===== config.mk =====
export PLATFORM = sky130hd
export DESIGN_NAME = rgb555_color_math_unit
export DESIGN_NICKNAME = d
export VERILOG_FILES = /design/src/hw/rtl/rcm_pkg.sv /design/src/hw/rtl/rcm_lane.sv /design/src/hw/rtl/rgb555_color_math_unit.sv
export VERILOG_INCLUDE_DIRS = /design/src /design/src/hw/rtl
export SDC_FILE = /design/constraint.sdc
export NUM_CORES = 1
export LEC_CHECK = 0
export ABC_AREA = 1
export BUFFER_PORTS_ARGS = -buffer_cell sky130_fd_sc_hd__buf_2
export CAP_MARGIN = 40
export CORE_AREA = 2 2 161 195
export DETAILED_ROUTE_END_ITERATION = 7
export DIE_AREA = 0 0 163 197
export SKIP_LAST_GASP = 1
export SYNTH_ARGS = -nofsm -noshare
export SYNTH_HDL_FRONTEND = slang
export SYNTH_HIERARCHICAL = 1
export SYNTH_SLANG_ARGS = --single-unit

===== constraint.sdc =====
create_clock -name clock -period 5.9 [get_ports clock]
set_input_delay 0.295 -clock clock [delete_from_list [all_inputs] [get_ports clock]]
set_output_delay 0.295 -clock clock [all_outputs]
set_load 0.01 [all_outputs]

===== src/hw/rtl/rgb555_color_math_unit_defines.svh =====
// assertion macros for the rgb555 color math unit
// used by rgb555_color_math_unit.sv, no other dependencies
`ifndef RGB555_COLOR_MATH_UNIT_DEFINES_SVH
`define RGB555_COLOR_MATH_UNIT_DEFINES_SVH

// antecedent implies consequent in the same cycle, consequent may hold a delay
`define RCM_ASSERT_IMPLIES(label, clk, rst, ante, cons, msg) \
   label: assert property (@(posedge clk) disable iff (rst) (ante) |-> (cons)) \
      else $error(msg);

// antecedent implies consequent in the next cycle
`define RCM_ASSERT_NEXT(label, clk, rst, ante, cons, msg) \
   label: assert property (@(posedge clk) disable iff (rst) (ante) |=> (cons)) \
      else $error(msg);

`endif


===== src/hw/rtl/rcm_pkg.sv =====
// shared types and constants for the rgb555 color math unit
// no dependencies
`default_nettype none

package rcm_pkg;

   localparam int unsigned CHAN_W  = 5;
   localparam int unsigned COLOR_W = 15;
   localparam int unsigned ALPHA_W = 4;
   localparam int unsigned CMD_W   = 2;

   typedef enum logic [CMD_W-1:0] {
      CMD_ADD   = 2'd0,
      CMD_SUB   = 2'd1,
      CMD_MUL   = 2'd2,
      CMD_BLEND = 2'd3
   } cmd_type;

   localparam logic [CHAN_W-1:0] CHAN_MAX = 5'd31;
   localparam logic [CHAN_W:0]   ALPHA_ONE = 6'd16;

   // per-channel results of all four operations
   typedef struct packed {
      logic [CHAN_W-1:0] add_res;
      logic [CHAN_W-1:0] sub_res;
      logic [CHAN_W-1:0] mul_res;
      logic [CHAN_W-1:0] blend_res;
   } lane_res_type;

endpackage

`default_nettype wire


===== src/hw/rtl/rcm_lane.sv =====
// one 5-bit channel lane: products and sums, then clamping (two stages)
// depends on rcm_pkg
`default_nettype none

module rcm_lane (
   input  wire logic                            clock,
   input  wire logic [rcm_pkg::CHAN_W-1:0]      a,
   input  wire logic [rcm_pkg::CHAN_W-1:0]      b,
   input  wire logic [rcm_pkg::ALPHA_W-1:0]     alpha,
   output rcm_pkg::lane_res_type                res
);

   logic [rcm_pkg::CHAN_W:0]     alpha_comp;
   logic [rcm_pkg::CHAN_W:0]     sum_in,  sum_ff;
   logic [rcm_pkg::CHAN_W:0]     diff_in, diff_ff;
   logic [2*rcm_pkg::CHAN_W-1:0] prod_in, prod_ff;
   logic [8:0]                   wa_in,   wa_ff;
   logic [8:0]                   wb_in,   wb_ff;
   logic [9:0]                   mix;
   rcm_pkg::lane_res_type        res_in,  res_ff;

   // stage 1: raw sums and products
   always_comb begin
      alpha_comp = rcm_pkg::ALPHA_ONE - {2'b00, alpha};
      sum_in     = {1'b0, a} + {1'b0, b};
      diff_in    = {1'b0, a} - {1'b0, b};
      prod_in    = {5'd0, a} * {5'd0, b};
      wa_in      = 9'({4'd0, a} * {5'd0, alpha});
      wb_in      = 9'({4'd0, b} * {3'd0, alpha_comp});
   end

   always_ff @(posedge clock) begin
      sum_ff  <= sum_in;
      diff_ff <= diff_in;
      prod_ff <= prod_in;
      wa_ff   <= wa_in;
      wb_ff   <= wb_in;
   end

   // stage 2: saturate and scale
   always_comb begin
      mix              = {1'b0, wa_ff} + {1'b0, wb_ff};
      res_in.add_res   = sum_ff[rcm_pkg::CHAN_W] ? rcm_pkg::CHAN_MAX
                                                 : sum_ff[rcm_pkg::CHAN_W-1:0];
      res_in.sub_res   = diff_ff[rcm_pkg::CHAN_W] ? '0 : diff_ff[rcm_pkg::CHAN_W-1:0];
      res_in.mul_res   = prod_ff[9] ? rcm_pkg::CHAN_MAX : prod_ff[8:4];
      res_in.blend_res = mix[8:4];
   end

   always_ff @(posedge clock) begin
      res_ff <= res_in;
   end

   assign res = res_ff;

endmodule

`default_nettype wire


===== src/hw/rtl/rgb555_color_math_unit.sv =====
// rgb555 color math unit: three pipeline stages
// an item is taken every cycle, busy stays low, results cannot be held off
// rsp_valid strobes for one cycle per start, once the start has passed the v1, v2 and v3 valid registers
// synchronous active-high reset clears the valid pipeline only
// depends on rcm_pkg, rcm_lane and rgb555_color_math_unit_defines.svh
`default_nettype none
`include "rgb555_color_math_unit_defines.svh"

module rgb555_color_math_unit (
   input  wire logic                          clock,
   input  wire logic                          reset,
   input  wire logic                          start,
   output      logic                          busy,
   input  wire logic [rcm_pkg::CMD_W-1:0]     req_command,
   input  wire logic [rcm_pkg::COLOR_W-1:0]   req_color_a,
   input  wire logic [rcm_pkg::COLOR_W-1:0]   req_color_b,
   input  wire logic [rcm_pkg::ALPHA_W-1:0]   req_alpha,
   output      logic                          rsp_valid,
   output      logic [rcm_pkg::COLOR_W-1:0]   rsp_color_out
);

   // valid bits that travel with each word
   logic v1_in, v1_ff;
   logic v2_in, v2_ff;
   logic v3_in, v3_ff;

   // command follows the lanes through stages 1 and 2
   rcm_pkg::cmd_type cmd1_ff, cmd2_ff;

   rcm_pkg::lane_res_type lane_res [3];
   logic [rcm_pkg::CHAN_W-1:0] chan_sel [3];
   logic [rcm_pkg::COLOR_W-1:0] color_in, color_ff;

   // the pipeline never stalls, so every start is taken
   assign busy = 1'b0;

   assign v1_in = start;
   assign v2_in = v1_ff;
   assign v3_in = v2_ff;

   always_ff @(posedge clock) begin
      if (reset) begin
         v1_ff <= 1'b0;
         v2_ff <= 1'b0;
         v3_ff <= 1'b0;
      end else begin
         v1_ff <= v1_in;
         v2_ff <= v2_in;
         v3_ff <= v3_in;
      end
   end

   always_ff @(posedge clock) begin
      cmd1_ff <= rcm_pkg::cmd_type'(req_command);
      cmd2_ff <= cmd1_ff;
   end

   // one lane per channel: red 14-10, green 9-5, blue 4-0
   for (genvar ch = 0; ch < 3; ch++) begin : g_lane
      rcm_lane u_lane (
         .clock (clock),
         .a     (req_color_a[ch*rcm_pkg::CHAN_W +: rcm_pkg::CHAN_W]),
         .b     (req_color_b[ch*rcm_pkg::CHAN_W +: rcm_pkg::CHAN_W]),
         .alpha (req_alpha),
         .res   (lane_res[ch])
      );
   end

   // stage 3: pick the operation and pack the color
   always_comb begin
      for (int ch = 0; ch < 3; ch++) begin
         case (cmd2_ff)
            rcm_pkg::CMD_ADD:   chan_sel[ch] = lane_res[ch].add_res;
            rcm_pkg::CMD_SUB:   chan_sel[ch] = lane_res[ch].sub_res;
            rcm_pkg::CMD_MUL:   chan_sel[ch] = lane_res[ch].mul_res;
            rcm_pkg::CMD_BLEND: chan_sel[ch] = lane_res[ch].blend_res;
            default:            chan_sel[ch] = lane_res[ch].add_res;
         endcase
      end
      color_in = {chan_sel[2], chan_sel[1], chan_sel[0]};
   end

   always_ff @(posedge clock) begin
      color_ff <= color_in;
   end

   assign rsp_valid     = v3_ff;
   assign rsp_color_out = color_ff;

   // every accepted word comes out on rsp_valid
   `RCM_ASSERT_IMPLIES(a_latency, clock, reset, start && !busy, ##3 rsp_valid, "result missing after start")
   `RCM_ASSERT_NEXT(a_no_stray, clock, reset, !start, ##2 !rsp_valid, "result without a start")
   // blend at zero weight passes color_b through
   `RCM_ASSERT_IMPLIES(a_blend_zero, clock, reset, start && (req_command == rcm_pkg::CMD_BLEND) && (req_alpha == '0), ##3 (rsp_color_out == $past(req_color_b, 3)), "blend alpha zero mismatch")
   // subtract of a color from itself is black
   `RCM_ASSERT_IMPLIES(a_sub_self, clock, reset, start && (req_command == rcm_pkg::CMD_SUB) && (req_color_a == req_color_b), ##3 (rsp_color_out == '0), "self subtract not zero")

endmodule

`default_nettype wire

After elaboration in Yosys (flattened, before gate mapping) --
Cells that the tools add are included.
Storage, ports and cells: bits in registers 202, bits in latches 0, RAM bits 0, memory bits (read-only) 0, input bits 39, output and inout bits 17, logic and storage cells 59, memories kept 0
Operators by class: add/sub/neg operators 10, multipliers 9, div/mod/pow operators 0, $lt $le $gt $ge 0, equal/unequal tests 3, shift-type cells 0, muxes and demuxes 3, bitwise gates (word level) 0, reduce and logical (&&, ||, !) cells 1
Operator list (number):
- 5-bit case mux with 4 select lines | 3
- 5-bit by 5-bit multiplier with 10-bit output | 3
- 9-bit adder | 3
- 5-bit by 4-bit multiplier with 9-bit output | 3
- 5-bit by 6-bit multiplier with 9-bit output | 3
- 5-bit by 5-bit adder with 6-bit output | 3
- 5-bit by 5-bit subtractor with 6-bit output | 3
- 5-bit by 4-bit subtractor with 6-bit output (first input constant) | 1
- 2-bit equality test (second input constant) | 2
- 2-bit by 1-bit equality test with 1-bit output (second input constant) | 1
- 2-bit logical NOT | 1

Longest topological paths before layout --
Gate-level depths: netlist (run 1).
depth in word-level cells 2, mapped depth 19, gate-level depth less buffers 18

Modules after synthesis --
Netlist (run 1), hierarchy kept.
Modules (own cells, without submodules):
- rcm_lane at g_lane[2].u_lane | instances 1, cells each 544, area an instance 4180.3 sq um, seq. area each 1101.1 sq um
- rcm_lane at g_lane[0].u_lane | instances 1, cells each 542, area an instance 4167.7 sq um, seq. area each 1101.1 sq um
- rcm_lane at g_lane[1].u_lane | instances 1, cells each 542, area an instance 4160.2 sq um, seq. area each 1101.1 sq um
- rgb555_color_math_unit | instances 1, cells each 117, area an instance 910.9 sq um, seq. area each 440.4 sq um

Least setup slack after synthesis (run 1) --
Ideal clock, no wire load.
path kind input -> register, start point input port req_alpha[0] in the netlist's numbering, end point register g_lane[2].u_lane.wb_ff[5], setup time 123 ps, arrival time 3247 ps, data required time 5777 ps, path slack 2529 ps, stages 12, path buffers 0, path through inv_1 ha_1 xnor2_1 nand2_1 fa_1 fa_1 fa_1 inv_1 ha_1 a21o_1 o21bai_1 xor2_1
Between the ends: cells in the longest elaborated chain, start to end 2
RTL lines:
- start, declared | line rgb555_color_math_unit.sv:17 | input wire logic [rcm_pkg::ALPHA_W-1:0] req_alpha,
- 5-bit by 4-bit subtractor with 6-bit output | line rcm_lane.sv:24 | alpha_comp = rcm_pkg::ALPHA_ONE - {2'b00, alpha};
- 5-bit by 6-bit multiplier with 9-bit output | line rcm_lane.sv:29 | wb_in = 9'({4'd0, b} * {3'd0, alpha_comp});
- net g_lane[2].u_lane.wb_in[5] | line rcm_lane.sv:18 | logic [8:0] wb_in, wb_ff;
- end signal, assigned | line rcm_lane.sv:37 | wb_ff <= wb_in;
- end, declared | line rcm_lane.sv:18
The timed path passes the listed nets, and every way through them passes these cells. A chain may end at the register's enable or synchronous reset.

Worst setup path after layout (run 1) --
start point input port req_alpha[1] in the netlist's numbering, end point register g_lane[2].u_lane.wb_ff[8]
Same word-level chain as after synthesis.

==> results of run 1 <==
-- path summary, 6_finish.rpt --
path	cells after the start	slack [ps]	endpoint
max	17	2200	g_lane[2].u_lane/wb_ff[8]$_DFF_P_
min	2	40	v1_ff$_SDFF_PP0_
max reg2reg	4	4260	rsp_color_out[0]$_DFF_P_
min reg2reg	0	330	cmd2_ff[0]$_DFF_P_
-- registers in the layout, indices dropped and copies added (netlist names) --
signal	count
cmd1_ff	2
v2_ff	1
rsp_valid	1
g_lane.u_lane/sum_ff	15
g_lane.u_lane/wa_ff	27
cmd2_ff	2
rsp_color_out	15
g_lane.u_lane/wb_ff	27
g_lane.u_lane/diff_ff	18
g_lane.u_lane/res	60
g_lane.u_lane/prod_ff	18
v1_ff	1
-- per-layer routing --
| metal | routed length, µm | up-vias |
|---|---|---|
| met2 | 14770 | 162 |
| li1 | - | 5341 |
| met4 | 828 | 0 |
| met1 | 12030 | 4729 |
| met5 | 0 | - |
| met3 | 847 | 57 |
-- worst max-delay path: stages --
cell and delay [ps]:
buf_2 440, inv_1 130, ha_1 250, xnor2_1 290, nand2_1 110, fa_1 480
fa_1 530, fa_1 550, inv_1 40, ha_1 370, nand2_1 100, nor3_1 170
inv_1 60, nand3_1 80, inv_1 40, nand2_1 60, nand2_1 40
-- cells by family after synthesis --
family | count (synthesis) | share of synthesized area
DFF | 187 | 0.2790
AOI/OAI and AO/OA | 98 | 0.04019
buffers and inverters | 443 | 0.1323
adders and majority gates | 264 | 0.2864
xor gates and xnor gates | 60 | 0.03916
other | 1 | 0.0002795
and+or+nand+nor | 692 | 0.2227
-- layout make-up --
cell class / count / area (µm²)
clock buffers: 18 / 429.2
well taps: 396 / 495.5
repair buffers: 59 / 332.8
inverters: 394 / 1479
fillers: 3054 / 15660
flip-flops and latches: 187 / 3744
multi-input cells: 1115 / 7900
clock inverters: 14 / 172.7
-- cell usage in the layout (no fill, tap or decap), drive strengths merged --
cell type,count
buf,57
clkbuf,18
ha,192
nand2,441
o21ai,33
a31oi,3
nor3,1
xnor2,14
nand3,98
o21bai,9
nand4,30
conb,1
a21oi,44
fa,72
a21o,6
nand3b,5
o31ai,3
or2,33
clkinv,7
nor2,84
dlygate4sd3,2
dfxtp,187
xor2,46
inv,401
-- metrics by stage --
stage / hold WS [ps] / util / setup WS (ps) / instances / power (W)
after floorplan: 309.6 / - / 2529 / 1745 / 0.003083
after global placement: 311.1 / 0.4601 / 1833 / 2148 / 0.003510
after global routing: 25.50 / 0.4816 / 1905 / 2183 / 0.005045
after detailed placement: 318.1 / 0.4610 / 1759 / 2149 / 0.003543
after CTS: 18.59 / 0.4816 / 2217 / 2183 / 0.004701
final: 36.73 / 0.4816 / 2203 / 2183 / 0.004638
-- power groups by stage --
stage	sequential [W]	combinational, W	clock [W]
finish	0.00178	0.00172	0.00113
global route	0.00181	0.00202	0.00122
CTS	0.00179	0.00174	0.00117
detailed placement	0.00181	0.00173	0
global placement	0.00181	0.00170	0
floorplan	0.00175	0.00133	0
==> results.cfg, run 1 <==
[synth]
ys_top_cells_by_area = dfxtp_1 28%, ha_1 18%, nand2_1 12%
synth_top_area_cell = dfxtp_1
postSynthCellCount = 1745
ys_seq_area_frac = 0.2790
ys_warn_count = 6
synthTopCellsByCount = 430 x nand2_1, 387 x inv_1, 192 x ha_1
synth_nets = 2048
syn_area_per_cell_um2 = 7.690
ys_types = 31
ys_ff_latch = 187
netlist_area_um2 = 13420
synthArstFlopShare = 0
yosysMostFrequentCell = nand2_1
synth-edff-count = 0
post-synth-top-area-fraction = 0.2790
dominantRegCellSynth = dfxtp_1

[setup_path]
path_max_fanout = 21
r2r-start = cmd2_ff[0]$_DFF_P_
worstSetupPathType = primary input to register
cp.arrival_ps = 4040
worstPathRequired_ps = 6240
end_kind = register
critical_path.startpoint = req_alpha[1]
start_kind = primary input

[status]
status = finished clean

[finish]
fin_area_um2 = 14550
area_growth_pct = 8.447
drive_above_1_share = 0.08338
nets = 2077
diodes = 0

[power_and_ir_drop]
p_int_w = 0.002902
seqPwrFrac = 0.384
comb_power_share = 0.372
ir_drop_v = 0.0002225
switching_power_w = 0.001737
swShare = 0.3744
leakage_nw = 8.516
power.density_nw_per_um2 = 318.7
clock_power_share = 0.244

[clock_tree]
ctsHoldBuffers = 2
cts_tree = done
cts_max_level = 4
cts_root_buffer = clkbuf_16
cts.reportedPaths.clkPinSlew_ps = 80
postCtsSetupBuffers = 0
numCtsBuffers = 17
clockBufferDepth = 2
post_cts_resized = 0
cts.sinks = 187
clock_latency_ps = 430

[die]
rows = 70
core_area_um2 = 30220
die_x_um = 163
die_area_um2 = 32110
dieHeight_um = 197
start_util = 0.4441
ios = 56

[sta]
post-route-min-period_ps = 3697
slew_violations = 0
finalClockSkew_ps = 8.209
hold_viol = 0
finalSetupViolCount = 0
maxSlewHeadroom = 0.5033
fin_setup_tns_ps = 0
worst_slew_pin_slew_ps = 744.2
period_share = 0.6266
rsz0062_at_grt = false
max_freq_mhz = 270.5

[placement]
portBuffers = 54
gp_congestion = 0.8421
dpl_cell_area_um2 = 13930
dpl.hpwl_um = 22730

[routing]
routedWlPerCell_um = 13.04
finalWirelength_um = 28470
drt.antenna.violating_nets = 0
route.detailed.drc = 0
vias = 10290
drtIter0Drc = 467
routed_via_density = 4.713
drtPass1Iterations = 5

[grt]
grt.overflow.total = 0
use_met1 = 0.2179
antenna_found_initial = 0
busiest_layer = met2
met2_usage = 0.3581
grt_max_degree = 33
grt_pass1_vias = 10560
grt_pass1_wl_um = 49000
track_usage = 0.1910
grt_use_met3 = 0.02883

[flow_run]
cap_violations = 0

[hold_path]
holdCritStartpoint = reset
hold_path_class = primary input to register
Note: power is estimated with default switching activity, not from simulation.
==> inputs of run 2 (changes only) <==
- clock period: 5.9 -> 3.7 ns (I/O delays scaled with it)
==> run 2 against run 1 <==
  * Global-route usage fell by 0.075 points
  * Critical path depth fell by 3
  * Power rose by 63%
  * Critical endpoint is now g_lane[2].u_lane/wb_ff[7]$_DFF_P_
  * Largest power group unchanged
  * Highest routed layer unchanged
==> results.cfg, run 2 (synthesis gave the netlist of run 1 again) <==
[status]
status = finished clean

[sta]
worst_slew_pin_slew_ps = 744.1
finalSetupViolCount = 0
rsz0062_at_grt = false
maxSlewHeadroom = 0.5034
post-route-min-period_ps = 3153
period_share = 0.8522
hold_viol = 0
finalClockSkew_ps = 11.06
slew_violations = 0
max_freq_mhz = 317.1
fin_setup_tns_ps = 0

[grt]
grt.overflow.total = 0
grt_pass1_wl_um = 48820
track_usage = 0.1902
grt_pass1_vias = 10680
grt_max_degree = 33
antenna_found_initial = 0

[placement]
gp_congestion = 0.8547
dpl.hpwl_um = 22900
portBuffers = 54
placed_cells = 2169

[hold_path]
hold_path_class = primary input to register
holdCritStartpoint = req_alpha[0]
holdPathStages = 3
min_to = g_lane[0].u_lane/wb_ff[0]$_DFF_P_

[die]
die_area_um2 = 32110
die_x_um = 163
core_area_um2 = 30220
ios = 56
rows = 70
dieHeight_um = 197
start_util = 0.4441

[routing]
drtPass1Iterations = 5
drt.antenna.violating_nets = 0
route.detailed.drc = 0
drtIter0Drc = 399
routedWlPerCell_um = 12.85
finalWirelength_um = 28340
vias = 10300
routed_via_density = 4.673

[finish]
diodes = 0
largest_reg_flops = 60
fill_cells = 2982
final_cell_mix = 430 x nand2_1, 387 x inv_1, 192 x ha_1, 187 x dfxtp_1, 92 x nand3_1
fin_util = 0.4886
layout_commonest_cell = nand2_1
seq_area_um2 = 3744
nets = 2099
drive_above_1_share = 0.09397
final_cells = 2205
multiInputGateArea_um2 = 7900
area_growth_pct = 10.02

[setup_path]
path_common_cell = fa_1
ff2ff_setup_slack_ps = 2150
ff2ff_path_depth = 4
crit_slowest_cell = fa_1
worstSetupPathType = primary input to register
cp_cell_sequence = buf_2 > inv_1 > ha_1 > xnor2_1 > nand2_1 > fa_1 > fa_1 > fa_1 > inv_1 > ha_1 > a21o_1 > nand2_1 > nand3_1 > xor2_1
cp.arrival_ps = 3480
end_kind = register
path_max_fanout = 7
start_kind = primary input
worstPathRequired_ps = 4020
cpPeakStageDelay_ps = 540
r2r-start = cmd2_ff[0]$_DFF_P_
r2r_end = rsp_color_out[0]$_DFF_P_

[clock_tree]
cts_tree = done
cts_root_buffer = clkbuf_16
ctsHoldBuffers = 4
clock_latency_ps = 440
post_cts_resized = 0
clockBufferDepth = 2
postCtsSetupBuffers = 0
cts.sinks = 187
cts.reportedPaths.clkPinSlew_ps = 80
numCtsBuffers = 17
cts_max_level = 4

[power_and_ir_drop]
ir_drop_v = 0.0002895
leakage_nw = 8.638
fin_total_pwr_w = 0.007570
power.density_nw_per_um2 = 512.7

[flow_run]
cap_violations = 0
## run 2: through the flow
step	setup slack, ps	hold slack (ps)	area, µm²
after CTS	528.6	84.00	14760
final	546.8	85.91	14760
after global routing	221.0	98.43	14760
after detailed placement	68.52	289.2	14060
after global placement	137.4	290.4	14060
after floorplan	439.3	212.7	13420
## run 2: worst max-delay path by stage
stage,start,end,slack [ps],cells after the start
floorplan,req_alpha[0],g_lane[2].u_lane/wb_ff[5]$_DFF_P_,440,12
global placement,req_alpha[0],g_lane[2].u_lane/wb_ff[8]$_DFF_P_,140,17
detailed placement,req_alpha[0],g_lane[2].u_lane/wb_ff[8]$_DFF_P_,70,17
CTS,req_alpha[0],g_lane[2].u_lane/wb_ff[8]$_DFF_P_,530,17
global route,req_alpha[0],g_lane[2].u_lane/wb_ff[8]$_DFF_P_,220,17
finish,req_alpha[0],g_lane[2].u_lane/wb_ff[7]$_DFF_P_,550,14
## run 2: layout make-up
cell class / instances / area share
multi-input cells: 1115 / 0.5351
repair buffers: 81 / 0.03271
inverters: 394 / 0.1002
clock buffers: 17 / 0.02881
clock inverters: 15 / 0.01610
flip-flops and latches: 187 / 0.2536
well taps: 396 / 0.03356
## run 2: metal layers
metal  up-vias  global-route usage  wire (µm)
li1       5369                   -          -
met1      4738              0.2138      12190
met2       148              0.3572      14480
met3        49             0.02609        845
met4         0             0.07866        818
met5         -                   0          0
## run 2: worst max-delay path, delay by kind of cell
kind                       cells  cell delay (ps)
and+or+nand+nor                3              260
buffers and inverters          3              360
AOI/OAI and AO/OA              1              210
adders and majority gates      5             2100
xor gates and xnor gates       2              360
## run 2: power by group
part	switching [W]	total, W	internal, W	leakage, nW
registers	0.000214	0.00282	0.00261	1.57
logic	0.00167	0.00280	0.00113	6.75
clock network	0.000941	0.00195	0.00101	0.315
==> inputs of run 3 (changes only) <==
- CORE_AREA: 2 2 161 195 -> 2 2 137 165
- DIE_AREA: 0 0 163 197 -> 0 0 139 167
- PLACE_DENSITY_LB_ADDON: not set -> 0.2
==> run 3 against run 2 <==
  * Setup slack lost 66 ps
  * Critical path depth is 3 higher
  * Maximum frequency is 2.0% lower
  * Global-route usage rose by 5.9 points
  * Final area is 1.8% lower
  * Via count up 1.1%
  * Register-to-register slack improved by 70 ps
  * Final cell count shrank 5.8%
  * Die area is 28% lower
  * Clock-buffer cell count grew 2
==> results.cfg, run 3 (synthesis gave the netlist of run 1 again) <==
[setup_path]
crit_slowest_cell = fa_1
critical_path.startpoint = req_alpha[1]
crit_buf_inv = 5
cp_cell_sequence = buf_2 > inv_1 > ha_1 > xnor2_1 > nand2_1 > fa_1 > fa_1 > fa_1 > inv_1 > ha_1 > nand2_1 > nor3_1 > inv_1 > nand3_1 > inv_1 > nand2_1 > nand2_1
cpPeakStageDelay_ps = 540
start_kind = primary input
r2r-start = cmd2_ff[1]$_DFF_P_
cp.arrival_ps = 3560
end_kind = register
path_max_fanout = 10
crit_family = adder cells
worstSetupPathType = primary input to register
worstPathRequired_ps = 4040

[power_and_ir_drop]
leakage_nw = 8.589
ir_drop_v = 0.0004718
clock_power_share = 0.242
comb_power_share = 0.377
power.density_nw_per_um2 = 512.7
switching_power_w = 0.002735
p_int_w = 0.004701
seqPwrFrac = 0.380
swShare = 0.3678

[die]
dieHeight_um = 167
die_x_um = 139
core_area_um2 = 21560
die_area_um2 = 23210
start_util = 0.6225
ios = 56
rows = 59

[finish]
fill_cells = 1836
layout_commonest_cell = nand2_1
nets = 2093
drive_above_1_share = 0.09040
fin_area_um2 = 14500
area_growth_pct = 8.084
final_cell_mix = 430 x nand2_1, 387 x inv_1, 192 x ha_1, 187 x dfxtp_1, 92 x nand3_1
largest_reg_flops = 60
diodes = 0

[grt]
grt_max_degree = 25
grt.overflow.total = 0
grt_pass1_wl_um = 47190
track_usage = 0.2492
antenna_found_initial = 0
grt_pass1_vias = 10680

[sta]
maxSlewHeadroom = 0.5523
rsz0062_at_grt = false
worst_slew_pin_slew_ps = 670.9
slew_violations = 0
max_freq_mhz = 310.7
finalSetupViolCount = 0
post-route-min-period_ps = 3219
finalClockSkew_ps = 16.08
period_share = 0.8700
fin_setup_tns_ps = 0
hold_viol = 0

[clock_tree]
cts.reportedPaths.clkPinSlew_ps = 80
numCtsBuffers = 17
postCtsSetupBuffers = 0
cts_root_buffer = clkbuf_16
cts_tree = done
clockBufferDepth = 2
clock_latency_ps = 440
cts.sinks = 187
ctsHoldBuffers = 4
cts_max_level = 4
post_cts_resized = 0

[routing]
drt.antenna.violating_nets = 0
routed_via_density = 5.017
drtIter0Drc = 483
route.detailed.drc = 0
routedWlPerCell_um = 13.21
vias = 10420
finalWirelength_um = 27450
drtPass1Iterations = 5

[hold_path]
holdCritStartpoint = req_color_b[0]
hold_path_class = primary input to register

[flow_run]
cap_violations = 0

[status]
status = finished clean

[placement]
portBuffers = 54
dpl_cell_area_um2 = 13870
dpl.hpwl_um = 22010
gp_congestion = 0.8951
## run 3: cell types whose count changed in the layout (fill, tap and decap cells not counted), moves of 2 or more
cell	previous run	this run
buf_4	23	16
clkinv_2	0	2
clkinv_8	8	2
inv_12	3	0
inv_6	1	4
inv_8	1	3
## run 3: area by class of cell
| type | instances | area (µm²) | area share |
|---|---|---|---|
| multi-input cells | 1115 | 7900 | 0.5447 |
| flip-flops and latches | 187 | 3744 | 0.2581 |
| inverters | 394 | 1479 | 0.1020 |
| repair buffers | 75 | 445.4 | 0.03071 |
| clock buffers | 19 | 442.9 | 0.03054 |
| well taps | 274 | 342.8 | 0.02364 |
| clock inverters | 13 | 150.1 | 0.01035 |
## run 3: worst reg2reg max path, cell delays in order, from the launching register on
cell	delay [ps]
dfxtp_1	520
nor2_2	620
nand2_1	130
nand4_1	130
## run 3: path summary, 6_finish.rpt
path	to	slack, ps	cells after the start
max	g_lane[2].u_lane/wb_ff[8]$_DFF_P_	480	17
min	g_lane[0].u_lane/wb_ff[0]$_DFF_P_	100	3
max reg2reg	rsp_color_out[3]$_DFF_P_	2220	3
min reg2reg	cmd2_ff[1]$_DFF_P_	330	0
## run 3: per-layer routing
layer  share of wire  GRT usage  vias to the layer above  wire, µm
met5               0          0                        -         0
met4           0.035     0.1036                        0       962
met3           0.041    0.03565                       67      1114
met2            0.51     0.4727                      233     14130
met1            0.41     0.2766                     4752     11240
li1                -          -                     5369         -
## run 3: through the flow
stage / hold slack, ps / total power [W] / util / instances / setup WS (ps)
6_report: 100.4 / 0.007436 / 0.6729 / 2077 / 481.1
4_1_cts: 75.94 / 0.007506 / 0.6729 / 2077 / 522.7
3_5_place_dp: 291.4 / 0.005670 / 0.6435 / 2041 / 46.22
2_1_floorplan: 212.7 / 0.004916 / - / 1745 / 439.3
5_1_grt: 107.9 / 0.008065 / 0.6729 / 2077 / 269.8
3_3_place_gp: 288.3 / 0.005588 / 0.6428 / 2040 / 129.2
## run 3: power by group through the flow
stage,clock network [W],registers [W],logic [W]
2_1_floorplan,0,0.00279,0.00212
3_3_place_gp,0,0.00287,0.00271
3_5_place_dp,0,0.00287,0.00280
4_1_cts,0.00185,0.00284,0.00282
5_1_grt,0.00193,0.00287,0.00326
6_report,0.00180,0.00283,0.00281
